## src/sv/qph_pkg.sv

```systemverilog
// shared constants, codes and control types of the quadratic probe hash table
package qph_pkg;

    localparam int DEF_TABLE_SIZE = 10;
    localparam int DEF_KEY_WIDTH  = 16;

    localparam int KEY_IN_W = 16;
    localparam int CFG_W    = 7;
    localparam int STATUS_W = 3;
    localparam int SLOT_W   = 6;
    localparam int PROBE_W  = 7;
    localparam int IN_DATA_W  = 16;
    localparam int OUT_DATA_W = 16;

    localparam logic [CFG_W-1:0] MAX_ENTRIES_RST = 7'd5;

    typedef enum logic [STATUS_W-1:0] {
        ST_INSERTED  = 3'd0,
        ST_FOUND     = 3'd1,
        ST_NOT_FOUND = 3'd2,
        ST_LIMIT     = 3'd3,
        ST_INVALID   = 3'd4,
        ST_EXHAUSTED = 3'd5
    } status_t;

    typedef enum logic {
        OP_INSERT = 1'b0,
        OP_SEARCH = 1'b1
    } opcode_t;

    typedef struct packed {
        logic capture;
        logic base;
        logic probe;
        logic emit;
    } cmd_t;

    typedef struct packed {
        logic reject;
        logic probe_done;
    } sts_t;

endpackage

```

## src/sv/qph_ram.sv

```systemverilog
// generic single write port ram with registered read
module qph_ram #(
    parameter int WIDTH = 16,
    parameter int DEPTH = 10,
    parameter int ADDR_W = (DEPTH > 1) ? $clog2(DEPTH) : 1
) (
    input  logic              aclk,
    input  logic              we,
    input  logic [ADDR_W-1:0] waddr,
    input  logic [WIDTH-1:0]  wdata,
    input  logic [ADDR_W-1:0] raddr,
    output logic [WIDTH-1:0]  rdata
);

    logic [WIDTH-1:0] mem_reg [DEPTH];

    always_ff @(posedge aclk) begin
        if (we) begin
            mem_reg[waddr] <= wdata;
        end
        rdata <= mem_reg[raddr];
    end

endmodule

```

## src/sv/qph_dp.sv

```systemverilog
// datapath: key capture, slot hashing, probe address walk, slot store and result registers
module qph_dp #(
    parameter int TABLE_SIZE = qph_pkg::DEF_TABLE_SIZE,
    parameter int KEY_WIDTH  = qph_pkg::DEF_KEY_WIDTH
) (
    input  logic                           aclk,
    input  logic                           aresetn,
    input  logic                           cfg_we,
    input  logic [qph_pkg::CFG_W-1:0]      cfg_wdata,
    input  logic                           in_opcode,
    input  logic [qph_pkg::KEY_IN_W-1:0]   in_key,
    input  qph_pkg::cmd_t                  cmd,
    output qph_pkg::sts_t                  sts,
    output logic [qph_pkg::STATUS_W-1:0]   out_status,
    output logic [qph_pkg::SLOT_W-1:0]     out_slot_index,
    output logic [qph_pkg::PROBE_W-1:0]    out_probe_count
);

    localparam int ADDR_W   = $clog2(TABLE_SIZE);
    localparam int AX_W     = ADDR_W + 1;
    localparam int CNT_W    = $clog2(TABLE_SIZE + 1);
    localparam int KIN_W    = qph_pkg::KEY_IN_W;
    localparam int KEY_USED = (KEY_WIDTH < KIN_W) ? KEY_WIDTH : KIN_W;
    localparam int SHIFT    = KIN_W + 7;
    localparam int MULT_W   = SHIFT;
    localparam int PROD_W   = KIN_W + MULT_W;
    localparam longint MULT_VAL = (longint'(1) << SHIFT) / TABLE_SIZE + 1;
    localparam logic [MULT_W-1:0] MULT = MULT_W'(MULT_VAL);
    localparam logic [KIN_W-1:0] KEY_MASK = KIN_W'((longint'(1) << KEY_USED) - 1);
    localparam logic [KIN_W-1:0] SIZE_K = KIN_W'(TABLE_SIZE);
    localparam logic [AX_W-1:0] SIZE_X = AX_W'(TABLE_SIZE);
    localparam logic [ADDR_W-1:0] OFF1 = ADDR_W'(1);
    localparam logic [ADDR_W-1:0] DELTA1 = ADDR_W'(3 % TABLE_SIZE);
    localparam logic [ADDR_W-1:0] LAST_IDX = ADDR_W'(TABLE_SIZE - 1);

    logic [qph_pkg::CFG_W-1:0] max_entries_reg;
    logic [CNT_W-1:0]          entry_count_reg;
    logic [TABLE_SIZE-1:0]     valid_reg;
    logic                      op_reg;
    logic [KIN_W-1:0]          key_reg;
    logic [PROD_W-1:0]         prod_reg;
    logic [ADDR_W-1:0]         base_reg;
    logic [ADDR_W-1:0]         off_reg;
    logic [ADDR_W-1:0]         delta_reg;
    logic [ADDR_W-1:0]         idx_reg;
    logic [ADDR_W-1:0]         addr_q_reg;
    logic                      vld_q_reg;
    qph_pkg::status_t          res_status_reg;
    logic [ADDR_W-1:0]         res_slot_reg;
    logic [qph_pkg::PROBE_W-1:0] res_probes_reg;
    qph_pkg::status_t          out_status_reg;
    logic [qph_pkg::SLOT_W-1:0]  out_slot_reg;
    logic [qph_pkg::PROBE_W-1:0] out_probes_reg;

    logic [KIN_W-1:0]     in_key_m;
    logic                 key_zero;
    logic                 at_limit;
    logic [KIN_W-1:0]     quot;
    logic [31:0]          quot_n;
    logic [KIN_W-1:0]     rem;
    logic [KIN_W-1:0]     rem_fix;
    logic [ADDR_W-1:0]    base_c;
    logic [AX_W-1:0]      addr_sum;
    logic [AX_W-1:0]      addr_red;
    logic [AX_W-1:0]      off_sum;
    logic [AX_W-1:0]      off_red;
    logic [AX_W-1:0]      delta_sum;
    logic [AX_W-1:0]      delta_red;
    logic [ADDR_W-1:0]    rd_addr;
    logic [KEY_WIDTH-1:0] rd_data;
    logic [KEY_WIDTH-1:0] held;
    logic [KEY_WIDTH-1:0] key_kw;
    logic                 is_insert;
    logic                 hit_empty;
    logic                 hit_match;
    logic                 last_probe;
    logic                 done;
    logic                 wr_en;
    logic [qph_pkg::PROBE_W-1:0] probes_now;

    // request checks on the incoming beat
    assign in_key_m = in_key & KEY_MASK;
    assign key_zero = (in_key_m == '0);
    assign at_limit = (qph_pkg::opcode_t'(in_opcode) == qph_pkg::OP_INSERT) &&
                      (qph_pkg::CFG_W'(entry_count_reg) >= max_entries_reg);
    assign sts.reject = key_zero || at_limit;

    // key mod table size by reciprocal multiply
    assign quot    = prod_reg[SHIFT +: KIN_W];
    assign quot_n  = 32'(quot) * 32'(TABLE_SIZE);
    assign rem     = key_reg - quot_n[KIN_W-1:0];
    assign rem_fix = (rem >= SIZE_K) ? (rem - SIZE_K) : rem;
    assign base_c  = rem_fix[ADDR_W-1:0];

    // incremental quadratic offsets
    assign addr_sum  = {1'b0, base_reg} + {1'b0, off_reg};
    assign addr_red  = (addr_sum >= SIZE_X) ? (addr_sum - SIZE_X) : addr_sum;
    assign off_sum   = {1'b0, off_reg} + {1'b0, delta_reg};
    assign off_red   = (off_sum >= SIZE_X) ? (off_sum - SIZE_X) : off_sum;
    assign delta_sum = {1'b0, delta_reg} + AX_W'(2);
    assign delta_red = (delta_sum >= SIZE_X) ? (delta_sum - SIZE_X) : delta_sum;
    assign rd_addr   = cmd.base ? base_c : addr_red[ADDR_W-1:0];

    // evaluate the slot read in the previous cycle
    assign key_kw     = KEY_WIDTH'(key_reg);
    assign held       = vld_q_reg ? rd_data : '0;
    assign is_insert  = (qph_pkg::opcode_t'(op_reg) == qph_pkg::OP_INSERT);
    assign hit_empty  = (held == '0);
    assign hit_match  = (held == key_kw);
    assign last_probe = (idx_reg == LAST_IDX);
    assign done       = is_insert ? (hit_empty || last_probe)
                                  : (hit_empty || hit_match || last_probe);
    assign sts.probe_done = done;
    assign wr_en      = cmd.probe && is_insert && hit_empty;
    assign probes_now = qph_pkg::PROBE_W'(idx_reg) + qph_pkg::PROBE_W'(1);

    qph_ram #(
        .WIDTH (KEY_WIDTH),
        .DEPTH (TABLE_SIZE),
        .ADDR_W(ADDR_W)
    ) u_slots (
        .aclk (aclk),
        .we   (wr_en),
        .waddr(addr_q_reg),
        .wdata(key_kw),
        .raddr(rd_addr),
        .rdata(rd_data)
    );

    always_ff @(posedge aclk) begin
        if (!aresetn) begin
            max_entries_reg <= qph_pkg::MAX_ENTRIES_RST;
            entry_count_reg <= '0;
            valid_reg       <= '0;
        end else begin
            if (cfg_we) begin
                max_entries_reg <= cfg_wdata;
            end
            if (wr_en) begin
                valid_reg[addr_q_reg] <= 1'b1;
                entry_count_reg       <= entry_count_reg + CNT_W'(1);
            end
        end
    end

    always_ff @(posedge aclk) begin
        prod_reg   <= PROD_W'(key_reg) * PROD_W'(MULT);
        addr_q_reg <= rd_addr;
        vld_q_reg  <= valid_reg[rd_addr];
        if (cmd.capture) begin
            op_reg         <= in_opcode;
            key_reg        <= in_key_m;
            res_status_reg <= key_zero ? qph_pkg::ST_INVALID : qph_pkg::ST_LIMIT;
            res_slot_reg   <= '0;
            res_probes_reg <= '0;
        end
        if (cmd.base) begin
            base_reg  <= base_c;
            off_reg   <= OFF1;
            delta_reg <= DELTA1;
            idx_reg   <= '0;
        end
        if (cmd.probe) begin
            off_reg   <= off_red[ADDR_W-1:0];
            delta_reg <= delta_red[ADDR_W-1:0];
            if (done) begin
                res_probes_reg <= probes_now;
                priority if (is_insert && hit_empty) begin
                    res_status_reg <= qph_pkg::ST_INSERTED;
                    res_slot_reg   <= addr_q_reg;
                end else if (!is_insert && hit_match) begin
                    res_status_reg <= qph_pkg::ST_FOUND;
                    res_slot_reg   <= addr_q_reg;
                end else if (!is_insert && hit_empty) begin
                    res_status_reg <= qph_pkg::ST_NOT_FOUND;
                    res_slot_reg   <= '0;
                end else begin
                    res_status_reg <= qph_pkg::ST_EXHAUSTED;
                    res_slot_reg   <= '0;
                end
            end else begin
                idx_reg <= idx_reg + ADDR_W'(1);
            end
        end
        if (cmd.emit) begin
            out_status_reg <= res_status_reg;
            out_slot_reg   <= qph_pkg::SLOT_W'(res_slot_reg);
            out_probes_reg <= res_probes_reg;
        end
    end

    assign out_status      = out_status_reg;
    assign out_slot_index  = out_slot_reg;
    assign out_probe_count = out_probes_reg;

endmodule

```

## src/sv/qph_ctrl.sv

```systemverilog
// controller: request sequencing and handshakes of both channels
module qph_ctrl (
    input  logic          aclk,
    input  logic          aresetn,
    input  logic          s_tvalid,
    output logic          s_tready,
    output logic          m_tvalid,
    input  logic          m_tready,
    output qph_pkg::cmd_t cmd,
    input  qph_pkg::sts_t sts
);

    typedef enum logic [2:0] {
        S_IDLE,
        S_MUL,
        S_BASE,
        S_PROBE,
        S_EMIT
    } state_t;

    state_t state_reg;
    logic   out_valid_reg;
    logic   out_free;

    assign out_free = !out_valid_reg || m_tready;
    assign s_tready = (state_reg == S_IDLE);
    assign m_tvalid = out_valid_reg;

    always_comb begin
        cmd = '0;
        unique case (state_reg)
            S_IDLE:  cmd.capture = s_tvalid;
            S_MUL:   cmd = '0;
            S_BASE:  cmd.base = 1'b1;
            S_PROBE: cmd.probe = 1'b1;
            S_EMIT:  cmd.emit = out_free;
            default: cmd = '0;
        endcase
    end

    always_ff @(posedge aclk) begin
        if (!aresetn) begin
            state_reg     <= S_IDLE;
            out_valid_reg <= 1'b0;
        end else begin
            if (cmd.emit) begin
                out_valid_reg <= 1'b1;
            end else if (m_tready) begin
                out_valid_reg <= 1'b0;
            end
            unique case (state_reg)
                S_IDLE: begin
                    if (s_tvalid) begin
                        state_reg <= sts.reject ? S_EMIT : S_MUL;
                    end
                end
                S_MUL:   state_reg <= S_BASE;
                S_BASE:  state_reg <= S_PROBE;
                S_PROBE: begin
                    if (sts.probe_done) begin
                        state_reg <= S_EMIT;
                    end
                end
                S_EMIT: begin
                    if (out_free) begin
                        state_reg <= S_IDLE;
                    end
                end
                default: state_reg <= S_IDLE;
            endcase
        end
    end

endmodule

```

## src/sv/quadratic_probe_hash_table.sv

```systemverilog
// quadratic probe hash table top level
// rejected requests (zero key or load limit): no probing, the result goes straight to the emit state
// other requests: multiply, base, probe loop and emit, p = probes taken (1 to TABLE_SIZE)
// one slot read per cycle through the registered-read slot ram sets the probe loop
// next beat is taken once the result is registered; a waiting result does not block it
// synchronous active-low reset empties all slots, clears the entry count, load limit 5
module quadratic_probe_hash_table #(
    parameter int TABLE_SIZE = qph_pkg::DEF_TABLE_SIZE,
    parameter int KEY_WIDTH  = qph_pkg::DEF_KEY_WIDTH
) (
    input  logic                              aclk,
    input  logic                              aresetn,
    input  logic                              cfg_we,
    input  logic [qph_pkg::CFG_W-1:0]         cfg_wdata,   // max_entries
    input  logic                              s_tvalid,
    output logic                              s_tready,
    input  logic [qph_pkg::IN_DATA_W-1:0]     s_tdata,     // key
    input  logic [0:0]                        s_tuser,     // opcode
    output logic                              m_tvalid,
    input  logic                              m_tready,
    output logic [qph_pkg::OUT_DATA_W-1:0]    m_tdata      // status, slot_index, probe_count
);

    qph_pkg::cmd_t cmd;
    qph_pkg::sts_t sts;
    logic [qph_pkg::STATUS_W-1:0] out_status;
    logic [qph_pkg::SLOT_W-1:0]   out_slot_index;
    logic [qph_pkg::PROBE_W-1:0]  out_probe_count;

    qph_ctrl u_ctrl (
        .aclk    (aclk),
        .aresetn (aresetn),
        .s_tvalid(s_tvalid),
        .s_tready(s_tready),
        .m_tvalid(m_tvalid),
        .m_tready(m_tready),
        .cmd     (cmd),
        .sts     (sts)
    );

    qph_dp #(
        .TABLE_SIZE(TABLE_SIZE),
        .KEY_WIDTH (KEY_WIDTH)
    ) u_dp (
        .aclk           (aclk),
        .aresetn        (aresetn),
        .cfg_we         (cfg_we),
        .cfg_wdata      (cfg_wdata),
        .in_opcode      (s_tuser[0]),
        .in_key         (s_tdata[qph_pkg::KEY_IN_W-1:0]),
        .cmd            (cmd),
        .sts            (sts),
        .out_status     (out_status),
        .out_slot_index (out_slot_index),
        .out_probe_count(out_probe_count)
    );

    assign m_tdata = {out_probe_count, out_slot_index, out_status};

endmodule

```

## config.mk

```make
export PLATFORM = sky130hd
export DESIGN_NAME = quadratic_probe_hash_table
export DESIGN_NICKNAME = d
export VERILOG_FILES = /design/src/sv/qph_pkg.sv /design/src/sv/qph_ram.sv /design/src/sv/qph_dp.sv /design/src/sv/qph_ctrl.sv /design/src/sv/quadratic_probe_hash_table.sv
export SDC_FILE = /design/constraint.sdc
export NUM_CORES = 1
export LEC_CHECK = 0
export ABC_AREA = 1
export BUFFER_PORTS_ARGS = -buffer_cell sky130_fd_sc_hd__buf_2
export CORE_MARGIN = 3
export CORE_UTILIZATION = 40
export CTS_BUF_LIST = sky130_fd_sc_hd__clkbuf_4
export CTS_CLUSTER_DIAMETER = 120
export DETAILED_ROUTE_END_ITERATION = 12
export MAX_ROUTING_LAYER = met4
export SLEW_MARGIN = 25
export SYNTH_ARGS = -nofsm -noshare
export SYNTH_HDL_FRONTEND = slang
export SYNTH_SLANG_ARGS = --single-unit
export TNS_END_PERCENT = 50
```

## constraint.sdc

```tcl
create_clock -name aclk -period 9.97 [get_ports aclk]
set_input_delay 0.997 -clock aclk [delete_from_list [all_inputs] [get_ports aclk]]
set_output_delay 0.997 -clock aclk [all_outputs]
set_load 0.01 [all_outputs]
```

==> results by group <==
Outcome
  – Outcome: finished, final reports clean

Routing
  – Met3 routed WL: 1.816 mm
  – DRT antenna net count: 0
  – Final WL: 42.43 mm
  – DRC violations left: 0
  – Highest Signal Layer: met4
  – Metal-1 WL: 19.08 mm
  – DR WL/cell: 17.05 µm
  – Via density: 5.025
  – First drt pass iteration count: 5
  – Total number of vias: 12.51k
  – Met2 wire length: 20.30 mm
  – DRC marker count from the first detailed-route iteration: 808

Synth
  – Mux share of post-synthesis cell area: 3.900%
  – Largest cells by area after synthesis: edfxtp_1, ha_1, fa_1
  – Syn Area/Cell: approximately 10 µm²
  – Area leader, netlist: edfxtp_1
  – Sequential area share after synthesis: 43.59%
  – Post-synthesis compound-gate area fraction: under 10%
  – Synth Flop Type: edfxtp_1
  – Mapped Cells: 1733
  – Post-Synth XOR/XNOR Area: 2.158%
  – Post-synth top area share: 34.76%
  – Distinct cell type count after synthesis: 53
  – Largest family of logic cells by synthesized area: adder cells
  – Ys async rst share: 0%
  – Syn Std Cell Area: roughly 17000 µm²
  – Synthesized flop and latch total: between 200 and 300
  – Yosys warns: 0
  – Top-count cell post-synth: nand2_1
  – Post-synth EDFFs: slightly above 200
  – Simple-gate area share of the yosys netlist: roughly 15%
  – Synth cell count leaders: nand2_1, inv_1, edfxtp_1, ha_1, nand3_1
  – Synth Area in Adders: 22.20%

Worst setup path
  – Worst Path Arrival: around 6.6 ns
  – Critical Path RT: 10.62 ns
  – Critical path endpoint category: flip-flop
  – CP Max Fanout: 16
  – CP Launch Type: flip-flop
  – WS Path Type: reg2reg

Clocking
  – Clock sinks: 279
  – Post_cts resized: 0
  – Clock latency on the worst-skew pair: 0.74 ns
  – Cts bufs inserted: 75
  – Root Driver: clkbuf_4
  – CTS tree: built
  – Clock transition at path regs: 0.07 ns
  – Post CTS Setup Buffer Count: 0
  – CTS HTree Levels: 3
  – # hold bufs at CTS: 0
  – Clk buf depth: 3

Global route
  – Initial antenna violation count: 2
  – Global-route wire length before repair: just under 70 mm
  – Largest net degree at the start of global routing: 61
  – Vias in the first global route: 12.63k
  – Gr usage total: about a fifth
  – Total grt overflow: 0

Floorplan
  – Die Area: 46170 µm²
  – Total core area: 42510 µm²
  – Starting density of the core: approximately two fifths
  – Die H: around 210 µm
  – FP Rows: 75
  – Die width: 214.9 µm
  – Io pins: 47

Timing
  – Max_slew headroom: between 30 and 40%
  – Worst-Margin Slew: ~1.0 ns
  – Final Cycle Share: 59.31%
  – Setup TNS: 0 ns
  – Final hold vios: 0
  – Max-slew violation count: 0
  – Setup Skew: 0.07147 ns
  – Min Clock Period, post-route: 5.913 ns
  – RSZ-0062 raised after global routing: false
  – FMAX: 0.1691 GHz
  – # setup viols final: 0

Run
  – MaxCap Viol Count: 0

Placed design
  – # port buffers: 44
  – Routability cong.: around 0.9
  – Dpl hpwl: just under 30 mm

Finish
  – Nets@finish: 2138
  – Largest register FFs: 160
  – Area Overhead vs Synth: 11.01%
  – Share of layout cells above drive strength 1: about an eighth

Worst hold path
  – Hold Crit Class: reg2reg
placed cells by master, fill, tap and decap left out, types with 7 or more instances in the layout:
cell type  count
nand4_1       17
ha_1         180
edfxtp_1     202
o21ai_0       45
fa_1          81
inv_2          7
xnor2_1       16
clkbuf_4     116
xor2_1        27
nand2_1      298
dfxtp_1       77
o211ai_1      18
nor3_1        14
clkinv_1      11
buf_4         24
inv_1        265
mux2i_1       68
nor2_1        89
o21a_1        13
buf_2         44
a21oi_1       78
nand3_1      132
or2_2         17
critical path: stages, from the launching register on:
cell,delay (ns)
edfxtp_1,0.75
inv_1,0.19
ha_1,0.37
fa_1,0.62
inv_1,0.10
fa_1,0.57
inv_1,0.06
fa_1,0.47
inv_1,0.05
fa_1,0.58
fa_1,0.44
ha_1,0.34
nand2_1,0.12
inv_1,0.07
nand3_1,0.09
o221ai_1,0.12
a21oi_1,0.16
nor3_1,0.06
o21ai_0,0.20
nand2_1,0.15
a21oi_1,0.18
xor2_1,0.15
per-layer routing:
layer | GRT usage (%) | vias up
li1 | - | 6128
met4 | 6.565 | 0
met3 | 2.980 | 96
met1 | 24.04 | 5988
met5 | - | -
met2 | 31.43 | 294
per-stage QoR:
stage	cells	utilization (%)	hold WS (ns)	cell area (µm²)	setup slack, ns
3_3_place_gp	2348	43.26	0.4175	18390	4.165
3_5_place_dp	2348	43.26	0.4208	18390	4.054
4_1_cts	2486	45.55	0.3875	19360	4.019
2_1_floorplan	1734	-	0.4086	17450	4.803
6_report	2489	45.57	0.4334	19370	4.057
5_1_grt	2489	45.57	0.3901	19370	3.665
area by class of cell:
cell class / instances / area (µm²)
tap: 577 / 721.9
inverter: 270 / 1013
timing repair buffer: 68 / 400.4
fill: 4092 / 23140
antenna: 3 / 7.507
clock buffer: 116 / 870.8
sequential: 279 / 7607
multi-input combinational: 1154 / 8647
clock inverter: 22 / 103.9
final timing paths:
kind,from,endpoint,slack [ns],cells after the start
setup reg to reg,u_dp.key_kw[5]$_DFFE_PP_,u_dp.prod_reg[32]$_DFF_P_,4.06,21
setup / recovery,u_dp.key_kw[5]$_DFFE_PP_,u_dp.prod_reg[32]$_DFF_P_,4.06,21
hold / removal,u_dp.res_probes_reg[3]$_DFF_P_,u_dp.out_probe_count[3]$_DFFE_PP_,0.43,0
hold reg to reg,u_dp.res_probes_reg[3]$_DFF_P_,u_dp.out_probe_count[3]$_DFFE_PP_,0.43,0
logic make-up (layout without fill, tap and decap cells):
kind of cell,Yosys count,after routing
other cells,1,5
flops,279,279
buf+inv,301,476
fa+ha+maj,261,261
xor+xnor,43,43
mux,68,68
compound gates,183,183
simple gates,597,597
Power is not shown: default switching activity piles up to over one toggle a cycle in this logic, so the estimate is an artifact.
